`src/sv/mcfq_pkg.sv`:
```
// Package for the multi-channel fault qualifier: sizes, codes and beat types.
// No dependencies; used by the interfaces and every module.
package mcfq_pkg;

    localparam int CHANNELS    = 32;
    localparam int SAMPLE_BITS = 24;
    localparam int COUNT_BITS  = 28;
    localparam int FAULT_BITS  = 16;
    localparam int CH_BITS     = 5;
    localparam int ACT_BITS    = 2;
    localparam int MODE_BITS   = 2;
    localparam int CH_IDX_W    = (CHANNELS > 1) ? $clog2(CHANNELS) : 1;

    localparam logic [31:0] CNT_CAP = 32'h0FFF_FFFF;
    localparam logic [COUNT_BITS-1:0] COUNT_SAT =
        (COUNT_BITS > 28) ? COUNT_BITS'(CNT_CAP) : {COUNT_BITS{1'b1}};

    localparam logic [ACT_BITS-1:0] ACT_CHECK = ACT_BITS'(0);
    localparam logic [ACT_BITS-1:0] ACT_WRITE = ACT_BITS'(1);
    localparam logic [ACT_BITS-1:0] ACT_CLEAR = ACT_BITS'(2);

    localparam logic [MODE_BITS-1:0] MODE_OVER  = MODE_BITS'(0);
    localparam logic [MODE_BITS-1:0] MODE_UNDER = MODE_BITS'(1);

    typedef struct packed {
        logic [ACT_BITS-1:0]           action;
        logic [CH_BITS-1:0]            channel;
        logic                          pass_start;
        logic signed [SAMPLE_BITS-1:0] sample;
        logic [MODE_BITS-1:0]          compare_mode;
        logic signed [SAMPLE_BITS-1:0] trip_level;
        logic signed [SAMPLE_BITS-1:0] release_level;
        logic [COUNT_BITS-1:0]         persist_limit;
        logic [FAULT_BITS-1:0]         fault_mask;
    } t_in_item;

    typedef struct packed {
        logic [FAULT_BITS-1:0] fault_word;
        logic                  tripped;
        logic [COUNT_BITS-1:0] persist_count;
    } t_out_item;

    typedef struct packed {
        logic [MODE_BITS-1:0]          mode;
        logic signed [SAMPLE_BITS-1:0] trip;
        logic signed [SAMPLE_BITS-1:0] rel;
        logic [COUNT_BITS-1:0]         limit;
        logic [FAULT_BITS-1:0]         mask;
    } t_chan_cfg;

    typedef struct packed {
        logic [COUNT_BITS-1:0] count;
        logic                  trip;
    } t_eval;

endpackage

```
`src/sv/mcfq_in_if.sv`:
```
// Input channel of the fault qualifier: valid/ready with one item per beat.
// Depends on mcfq_pkg.
interface mcfq_in_if;
    import mcfq_pkg::*;

    logic     valid;
    logic     ready;
    t_in_item payload;

    modport source (output valid, output payload, input ready);
    modport sink   (input valid, input payload, output ready);
endinterface

```
`src/sv/mcfq_out_if.sv`:
```
// Result channel of the fault qualifier: valid/ready with one result per beat.
// Depends on mcfq_pkg.
interface mcfq_out_if;
    import mcfq_pkg::*;

    logic      valid;
    logic      ready;
    t_out_item payload;

    modport source (output valid, output payload, input ready);
    modport sink   (input valid, input payload, output ready);
endinterface

```
`src/sv/mcfq_eval.sv`:
```
// Per-channel check: trip/release compare, saturating persistence count, trip.
// Depends on mcfq_pkg.
module mcfq_eval (
    input  mcfq_pkg::t_chan_cfg                     i_cfg,
    input  logic [mcfq_pkg::COUNT_BITS-1:0]         i_count,
    input  logic signed [mcfq_pkg::SAMPLE_BITS-1:0] i_sample,
    input  logic [mcfq_pkg::FAULT_BITS-1:0]         i_faults,
    output mcfq_pkg::t_eval                         o_eval
);
    import mcfq_pkg::*;

    logic                  past;
    logic                  back;
    logic                  active;
    logic [COUNT_BITS:0]   inc;
    logic [COUNT_BITS-1:0] inc_sat;

    always_comb begin
        past   = 1'b0;
        back   = 1'b0;
        active = 1'b0;
        if (i_cfg.mode == MODE_OVER) begin
            past   = i_sample > i_cfg.trip;
            back   = i_sample < i_cfg.rel;
            active = 1'b1;
        end else if (i_cfg.mode == MODE_UNDER) begin
            past   = i_sample < i_cfg.trip;
            back   = i_sample > i_cfg.rel;
            active = 1'b1;
        end
        if ((i_faults & i_cfg.mask) != '0) begin
            active = 1'b0;
        end

        inc     = {1'b0, i_count} + (COUNT_BITS+1)'(1);
        inc_sat = (inc >= {1'b0, COUNT_SAT}) ? COUNT_SAT : inc[COUNT_BITS-1:0];

        o_eval.count = i_count;
        o_eval.trip  = 1'b0;
        if (active && past) begin
            if (inc_sat >= i_cfg.limit) begin
                o_eval.count = '0;
                o_eval.trip  = 1'b1;
            end else begin
                o_eval.count = inc_sat;
            end
        end else if (active && back) begin
            o_eval.count = '0;
        end
    end
endmodule

```
`src/sv/multi_channel_fault_qualifier.sv`:
```
// Top level of the multi-channel fault qualifier: settings and count memories,
// read-modify-write stage with forwarding, result register. Uses mcfq_pkg,
// mcfq_in_if, mcfq_out_if and mcfq_eval.
//
//  port    dir  beat contents
//  i_in    in   action, channel, pass_start, sample, channel settings
//  o_out   out  fault_word, tripped, persist_count
//
// One beat per cycle unless the output stalls; a beat passes stage 1, then the result register.
// Stage 0 reads both memories; stage 1 evaluates and writes the count back,
// forwarding to a following beat on the same channel.
// Reset clears counts (valid bits), fault word and pass block; no sweep.
// A stalled result register holds stage 1, which then holds the input.
module multi_channel_fault_qualifier (
    input  logic        i_clk,
    input  logic        i_rst_n,
    mcfq_in_if.sink     i_in,
    mcfq_out_if.source  o_out
);
    import mcfq_pkg::*;

    t_chan_cfg             r_cfg_mem [CHANNELS];
    logic [COUNT_BITS-1:0] r_cnt_mem [CHANNELS];
    logic [CHANNELS-1:0]   r_cnt_vld;

    t_chan_cfg             r_cfg_rd;
    logic [COUNT_BITS-1:0] r_cnt_rd;
    logic                  r_byp;
    logic [COUNT_BITS-1:0] r_byp_cnt;

    logic                  r_s1_v;
    t_in_item              r_s1;
    logic                  r_o_v;
    t_out_item             r_o;
    logic [FAULT_BITS-1:0] r_faults;
    logic                  r_blocked;

    logic                  in_acc;
    logic                  s1_adv;
    logic [CH_IDX_W-1:0]   in_idx;
    logic                  in_range_in;
    logic [CH_IDX_W-1:0]   s1_idx;
    logic                  s1_range;
    logic                  n_blocked;
    logic                  do_check;
    logic [COUNT_BITS-1:0] cnt_cur;
    logic [COUNT_BITS-1:0] cnt_new;
    logic                  trip;
    logic [FAULT_BITS-1:0] n_faults;
    t_chan_cfg             wr_cfg;
    t_eval                 ev;

    assign s1_adv      = r_s1_v && (!r_o_v || o_out.ready);
    assign i_in.ready  = !r_s1_v || s1_adv;
    assign in_acc      = i_in.valid && i_in.ready;
    assign in_idx      = i_in.payload.channel[CH_IDX_W-1:0];
    assign in_range_in = 32'(i_in.payload.channel) < 32'(CHANNELS);
    assign s1_idx      = r_s1.channel[CH_IDX_W-1:0];
    assign s1_range    = 32'(r_s1.channel) < 32'(CHANNELS);

    assign wr_cfg.mode  = i_in.payload.compare_mode;
    assign wr_cfg.trip  = i_in.payload.trip_level;
    assign wr_cfg.rel   = i_in.payload.release_level;
    assign wr_cfg.limit = i_in.payload.persist_limit;
    assign wr_cfg.mask  = i_in.payload.fault_mask;

    // settings memory: written on an accepted in-range write beat, read for every beat
    always_ff @(posedge i_clk) begin
        if (in_acc && i_in.payload.action == ACT_WRITE && in_range_in) begin
            r_cfg_mem[in_idx] <= wr_cfg;
        end
        if (in_acc) begin
            r_cfg_rd <= r_cfg_mem[in_idx];
        end
    end

    // count memory: written back from stage 1
    always_ff @(posedge i_clk) begin
        if (s1_adv && do_check) begin
            r_cnt_mem[s1_idx] <= cnt_new;
        end
        if (in_acc) begin
            r_cnt_rd  <= r_cnt_mem[in_idx];
            r_byp_cnt <= cnt_new;
        end
    end

    always_comb begin
        n_blocked = r_blocked;
        if (r_s1.action == ACT_CHECK && r_s1.pass_start) begin
            n_blocked = r_faults != '0;
        end
        do_check = r_s1.action == ACT_CHECK && s1_range && !n_blocked;

        if (r_byp) begin
            cnt_cur = r_byp_cnt;
        end else if (r_cnt_vld[s1_idx]) begin
            cnt_cur = r_cnt_rd;
        end else begin
            cnt_cur = '0;
        end
    end

    mcfq_eval u_eval (
        .i_cfg    (r_cfg_rd),
        .i_count  (cnt_cur),
        .i_sample (r_s1.sample),
        .i_faults (r_faults),
        .o_eval   (ev)
    );

    always_comb begin
        cnt_new  = do_check ? ev.count : cnt_cur;
        trip     = do_check && ev.trip;
        n_faults = r_faults;
        if (r_s1.action == ACT_CLEAR) begin
            n_faults = '0;
        end else if (trip) begin
            n_faults = r_faults | r_cfg_rd.mask;
        end
    end

    always_ff @(posedge i_clk) begin
        if (!i_rst_n) begin
            r_s1_v    <= 1'b0;
            r_o_v     <= 1'b0;
            r_faults  <= '0;
            r_blocked <= 1'b0;
            r_cnt_vld <= '0;
            r_byp     <= 1'b0;
        end else begin
            if (in_acc) begin
                r_s1_v <= 1'b1;
                r_byp  <= s1_adv && do_check && s1_idx == in_idx;
            end else if (s1_adv) begin
                r_s1_v <= 1'b0;
            end
            if (s1_adv) begin
                r_o_v     <= 1'b1;
                r_faults  <= n_faults;
                r_blocked <= (r_s1.action == ACT_CHECK) ? n_blocked : r_blocked;
                if (do_check) begin
                    r_cnt_vld[s1_idx] <= 1'b1;
                end
            end else if (o_out.ready) begin
                r_o_v <= 1'b0;
            end
        end
    end

    always_ff @(posedge i_clk) begin
        if (in_acc) begin
            r_s1 <= i_in.payload;
        end
        if (s1_adv) begin
            r_o.fault_word    <= n_faults;
            r_o.tripped       <= trip;
            r_o.persist_count <= s1_range ? cnt_new : '0;
        end
    end

    assign o_out.valid   = r_o_v;
    assign o_out.payload = r_o;

`ifndef SYNTHESIS
    a_stall_holds_s1: assert property (@(posedge i_clk) disable iff (!i_rst_n)
        r_s1_v && !s1_adv |=> r_s1_v)
        else $error("stage 1 beat lost while stalled");

    a_ready_only_on_room: assert property (@(posedge i_clk) disable iff (!i_rst_n)
        !i_in.ready |-> r_s1_v && r_o_v)
        else $error("input stalled with room in the pipeline");

    a_trip_clears_count: assert property (@(posedge i_clk) disable iff (!i_rst_n)
        o_out.valid && o_out.payload.tripped |-> o_out.payload.persist_count == '0)
        else $error("tripped result with nonzero count");

    a_bypass_after_write: assert property (@(posedge i_clk) disable iff (!i_rst_n)
        in_acc && s1_adv && do_check && s1_idx == in_idx |=> r_byp)
        else $error("count forwarding missed after a write-back");
`endif
endmodule
```
`src/flat_wrapper.sv`:
```
// flat-port wrapper written by rule: the top's interface ports become plain ports
module multi_channel_fault_qualifier_flat import mcfq_pkg::*;
  (i_clk, i_rst_n, i_in_valid, i_in_payload, i_in_ready, o_out_valid, o_out_payload, o_out_ready);
  mcfq_in_if i_in_i ();
  mcfq_out_if o_out_i ();
  input  logic i_clk;
  input  logic i_rst_n;
  input wire logic [$bits(i_in_i.valid)-1:0] i_in_valid;
  input wire logic [$bits(i_in_i.payload)-1:0] i_in_payload;
  output wire logic [$bits(i_in_i.ready)-1:0] i_in_ready;
  output wire logic [$bits(o_out_i.valid)-1:0] o_out_valid;
  output wire logic [$bits(o_out_i.payload)-1:0] o_out_payload;
  input wire logic [$bits(o_out_i.ready)-1:0] o_out_ready;
  assign i_in_i.valid = i_in_valid;
  assign i_in_i.payload = i_in_payload;
  assign i_in_ready = i_in_i.ready;
  assign o_out_valid = o_out_i.valid;
  assign o_out_payload = o_out_i.payload;
  assign o_out_i.ready = o_out_ready;
  multi_channel_fault_qualifier u_core (.i_clk(i_clk), .i_rst_n(i_rst_n), .i_in(i_in_i), .o_out(o_out_i));
endmodule
```
`config.mk`:
```
export PLATFORM = sky130hd
export DESIGN_NAME = multi_channel_fault_qualifier_flat
export DESIGN_NICKNAME = d
export VERILOG_FILES = /design/src/sv/mcfq_pkg.sv /design/src/sv/mcfq_in_if.sv /design/src/sv/mcfq_out_if.sv /design/src/sv/mcfq_eval.sv /design/src/sv/multi_channel_fault_qualifier.sv /design/src/flat_wrapper.sv
export SDC_FILE = /design/constraint.sdc
export NUM_CORES = 2
export LEC_CHECK = 0
export BUFFER_PORTS_ARGS = -buffer_cell sky130_fd_sc_hd__buf_4
export CAP_MARGIN = 20
export CORE_ASPECT_RATIO = 2
export CORE_UTILIZATION = 50
export DETAILED_ROUTE_END_ITERATION = 10
export PLACE_DENSITY = 0.68
export SLEW_MARGIN = 30
export SYNTH_ARGS = -nofsm -noshare
export SYNTH_HDL_FRONTEND = slang
export SYNTH_SLANG_ARGS = --single-unit
```
`constraint.sdc`:
```
create_clock -name i_clk -period 15.7 [get_ports i_clk]
set_input_delay 1.57 -clock i_clk [delete_from_list [all_inputs] [get_ports i_clk]]
set_output_delay 1.57 -clock i_clk [all_outputs]
set_load 0.01 [all_outputs]
```
==> impl_metrics.py <==
metrics = {
    "outcome": {
        "status": "completed",
    },
    "floorplan": {
        "coreArea_mm2": 0.316,
        "floorplan.initialDensity_pct": 50.3,
        "ios": 177,
        "row_count": 292,
        "fp.dieW_um": 401,
        "dieArea_mm2": 0.320,
        "die_h_um": 799,
    },
    "place": {
        "dp_slack_ps": 5300,
        "post-dp-hpwl_um": 238000,
        "place.gp.congestion": 0.930,
        "io_buffers": 176,
    },
    "synth": {
        "synth_ff_type": "edfxtp_1",
        "yosysUniqueCellTypes": 85,
        "synth_edf_count": 4131,
        "synth-simple-area-share_pct": 1.79,
        "syn_inst": 7055,
        "synth_top_family_by_area": "multiplexers",
        "synth.area.top_cells": "edfxtp_1 (78%), mux4_2 (14%), a22oi_1 (2.4%)",
        "synth-xor-area-share_pct": 0.127,
        "synth_compound_gate_area_share_pct": 3.64,
        "syn_nets": 7263,
        "netlist.area_leader.share_pct": 78.1,
        "syn_area_per_cell_um2": 22.5,
        "synth-async-reset-ratio_pct": 0,
        "synth_seq_cells": 4183,
        "synth.mux.area_fraction_pct": 14.0,
        "synthesis.area_mm2": 0.159,
        "synth_warnings": 0,
        "synth_top_area_cell": "edfxtp_1",
        "synthAdderAreaFrac_pct": 0.614,
        "synth-seq-area-share_pct": 78.7,
    },
    "route": {
        "routed_wl_um": 446000,
        "ant_nets": 0,
        "num_vias": 79062,
        "routedWlPerCell_um": 37.7,
        "drc": 0,
        "via_per_inst": 6.69,
        "drt_first_pass_iters": 9,
        "drt_iter0_drc": 9304,
    },
    "critical_path": {
        "worstReg2RegStart": "u_core.s1_idx[1]",
        "path_buf_inv": 6,
        "cp_slowest_stage_delay_ps": 1000,
        "cp.arrival_ps": 10850,
        "required_ps": 16280,
        "slowest_stage": "edfxtp_1",
        "cp_max_fo": 34,
        "r2r_end": "u_core.r_cnt_mem[5][10]",
        "reg2reg_depth": 31,
        "critPathMostFrequentCell": "buf_4",
        "crit_type": "register to register",
        "cp-start-kind": "register",
        "reg2reg_slack_ps": 5430,
        "path_delay_family": "compound AO/OA/AOI/OAI gates",
        "endpoint_kind": "register",
    },
    "cts": {
        "cts.sinks": 4183,
        "ctsResizeCount": 0,
        "htree_levels": 5,
        "hold_buffers": 0,
        "clk_pin_slew_ps": 70,
        "cts_root_buf": "clkbuf_16",
        "cts_tree": "built",
        "numCtsBuffers": 349,
        "clk_latency_ps": 960,
        "ctsLongestPathBuffers": 4,
        "post_cts_buffers": 0,
    },
    "timing": {
        "worst_slack_ps": 5430,
        "whs_ps": 467,
        "drv_slew": 0,
        "hold_viol": 0,
        "final.setup.tns_ps": 0,
        "worst_slew_pin_slew_ps": 1120,
        "setup_viol": 0,
        "finalCritPeriodShare_pct": 65.4,
        "finalCriticalPeriod_ps": 10270,
        "slew_headroom_pct": 25.2,
        "rsz0062_at_grt": "no",
        "clock.fmax_mhz": 97.4,
        "fin_skew_ps": 84.7,
    },
    "final_layout": {
        "multi_input_area_mm2": 0.0327,
        "num-nets-final": 7622,
        "nFillCells": 22680,
        "seq_area_mm2": 0.125,
        "final_layout_size_suffix_gt1_share_pct": 26.1,
        "area_growth_pct": 12.1,
    },
    "worst_hold_path": {
        "whs_path_depth": 1,
        "worstHoldEndpoint": "u_core.r_cnt_vld[25]",
        "worstHoldStart": "u_core.r_cnt_vld[25]",
        "hold_path.class": "register to register",
    },
    "grt": {
        "grt_pass1_wl_um": 619000,
        "grt_overflow": 0,
        "first_global_vias": 79974,
        "grt_max_degree": 103,
        "antenna_found_initial": 36,
        "grt.total_usage_pct": 27.7,
    },
    "flow_run": {
        "cap_viol_max_count": 0,
    },
    "power": {
        "cellPowerDensity_mw_per_mm2": 125,
        "cellLeakagePower_nw": 55.5,
        "ir_worst_vdd_v": 0.0000942,
        "power_mw": 22.3,
    },
}
report_power, final:
part / internal, mW / total (mW) / switching (mW)
clock network: 4.85 / 8.86 / 4.01
logic: 0.365 / 1.02 / 0.650
registers: 12.4 / 12.4 / 0.0583
cell usage after synthesis (5+ instances only):
cell type	instances
edfxtp_1	4131
mux4_2	978
a22oi_1	507
clkbuf_1	247
nand4_1	147
nor2_1	143
buf_1	109
inv_1	92
ha_1	78
a21oi_1	68
nand2_1	60
dfxtp_1	52
nand3_1	47
o21ai_0	42
o21a_1	39
mux2i_1	17
a21o_1	15
and2_1	15
a31oi_1	14
and3_1	13
nor4_1	13
xnor2_1	13
nand2b_1	12
or3_1	12
buf_2	11
nor2b_1	10
xor2_1	10
nand3b_1	8
nor3_1	7
or2_2	7
a211oi_1	6
a22o_1	6
a32o_1	6
o22ai_1	6
a211o_1	5
a221oi_1	5
nor3b_1	5
o211ai_1	5
state kept, by name (all words and copies together) (netlist names), 5 cells and up:
signal and flops:
u_core.r_cnt_vld 32, u_core.s1_idx 5, u_core.r_cfg_rd 94, u_core.r_byp_cnt 28, u_core.r_cfg_mem 3008, u_core.r_s1 27, u_core.r_cnt_rd 28, u_core.r_faults 16
u_core.r_cnt_mem 896, u_core.o_out.payload 45
cells by family after synthesis:
| family | Yosys count |
|---|---|
| DFF | 4183 |
| muxes | 999 |
| AOI/OAI and AO/OA | 777 |
| and+or+nand+nor | 530 |
| buffers and inverters | 465 |
| adders and majority gates | 78 |
| xor gates and xnor gates | 23 |
stage by stage:
step	cells	utilization (%)	cell area (um2)
after global placement	11164	52.6	166000
after global routing	11813	56.4	178000
final	11819	56.4	178000
after floorplan	7055	-	159000
after CTS	11801	56.3	178000
after detailed placement	11176	52.7	167000
metal layers:
metal  track usage (%)  share of wire [%]  vias up  routed length, um
met2              48.9                 53     4368             234000
met3              3.66                7.5      972              33400
met1              33.9                 35    42741             154000
li1                  -                  -    30959                  -
met4              13.2                5.3       22              23600
met5                 0              0.029        -                131
worst max path at each step:
stage	start	to	slack (ps)	cells after the start
detailed placement	u_core.s1_idx[2]	u_core.r_cnt_mem[5][21]	5300	31
finish	u_core.s1_idx[1]	u_core.r_cnt_mem[5][10]	5430	31
CTS	u_core.s1_idx[2]	u_core.r_cnt_mem[5][21]	5210	31
floorplan	o_out_ready	u_core.r_cfg_mem[0][0]	4000	7
global route	u_core.s1_idx[2]	u_core.r_cnt_mem[1][10]	5020	31
global placement	u_core.s1_idx[1]	u_core.o_out.payload[21]	5380	31
cells in the final DEF (no fill, tap or decap), types with 12 or more instances in the layout:
cell	netlist	layout
a21o_1	15	15
a21oi_1	68	67
a22oi_1	507	507
a31oi_1	14	13
and2_1	15	13
and3_1	13	12
buf_12	0	25
buf_16	0	12
buf_4	3	334
bufinv_16	0	41
clkbuf_1	247	56
clkbuf_16	0	353
clkinv_1	0	64
clkinv_2	0	57
clkinvlp_4	0	18
dfxtp_1	52	51
diode_2	0	15
edfxtp_1	4131	4131
ha_1	78	78
inv_1	92	91
inv_6	0	12
mux2i_1	17	17
mux4_2	978	978
nand2_1	60	60
nand2b_1	12	12
nand3_1	47	47
nand4_1	147	147
nor2_1	143	78
nor2_4	0	65
nor4_1	13	13
o21a_1	39	39
o21ai_0	42	31
xnor2_1	13	13
area by class of cell:
cell class                 count  area share, %
clock buffer                 412           5.10
antenna                       15         0.0211
tap                         4116           2.89
multi-input combinational   2407           18.4
inverter                      92          0.194
timing repair buffer         381           1.94
clock inverter               213           1.28
sequential                  4183           70.2
worst register-to-register path, delay by kind of cell, from the launching register on:
| family | cells | cell delay [ps] |
|---|---|---|
| muxes | 1 | 220 |
| and+or+nand+nor | 9 | 2800 |
| DFF | 1 | 1000 |
| buffers and inverters | 6 | 1450 |
| AOI/OAI and AO/OA | 13 | 3960 |
| adders and majority gates | 2 | 520 |
Note: power is estimated with default switching activity, not from simulation.
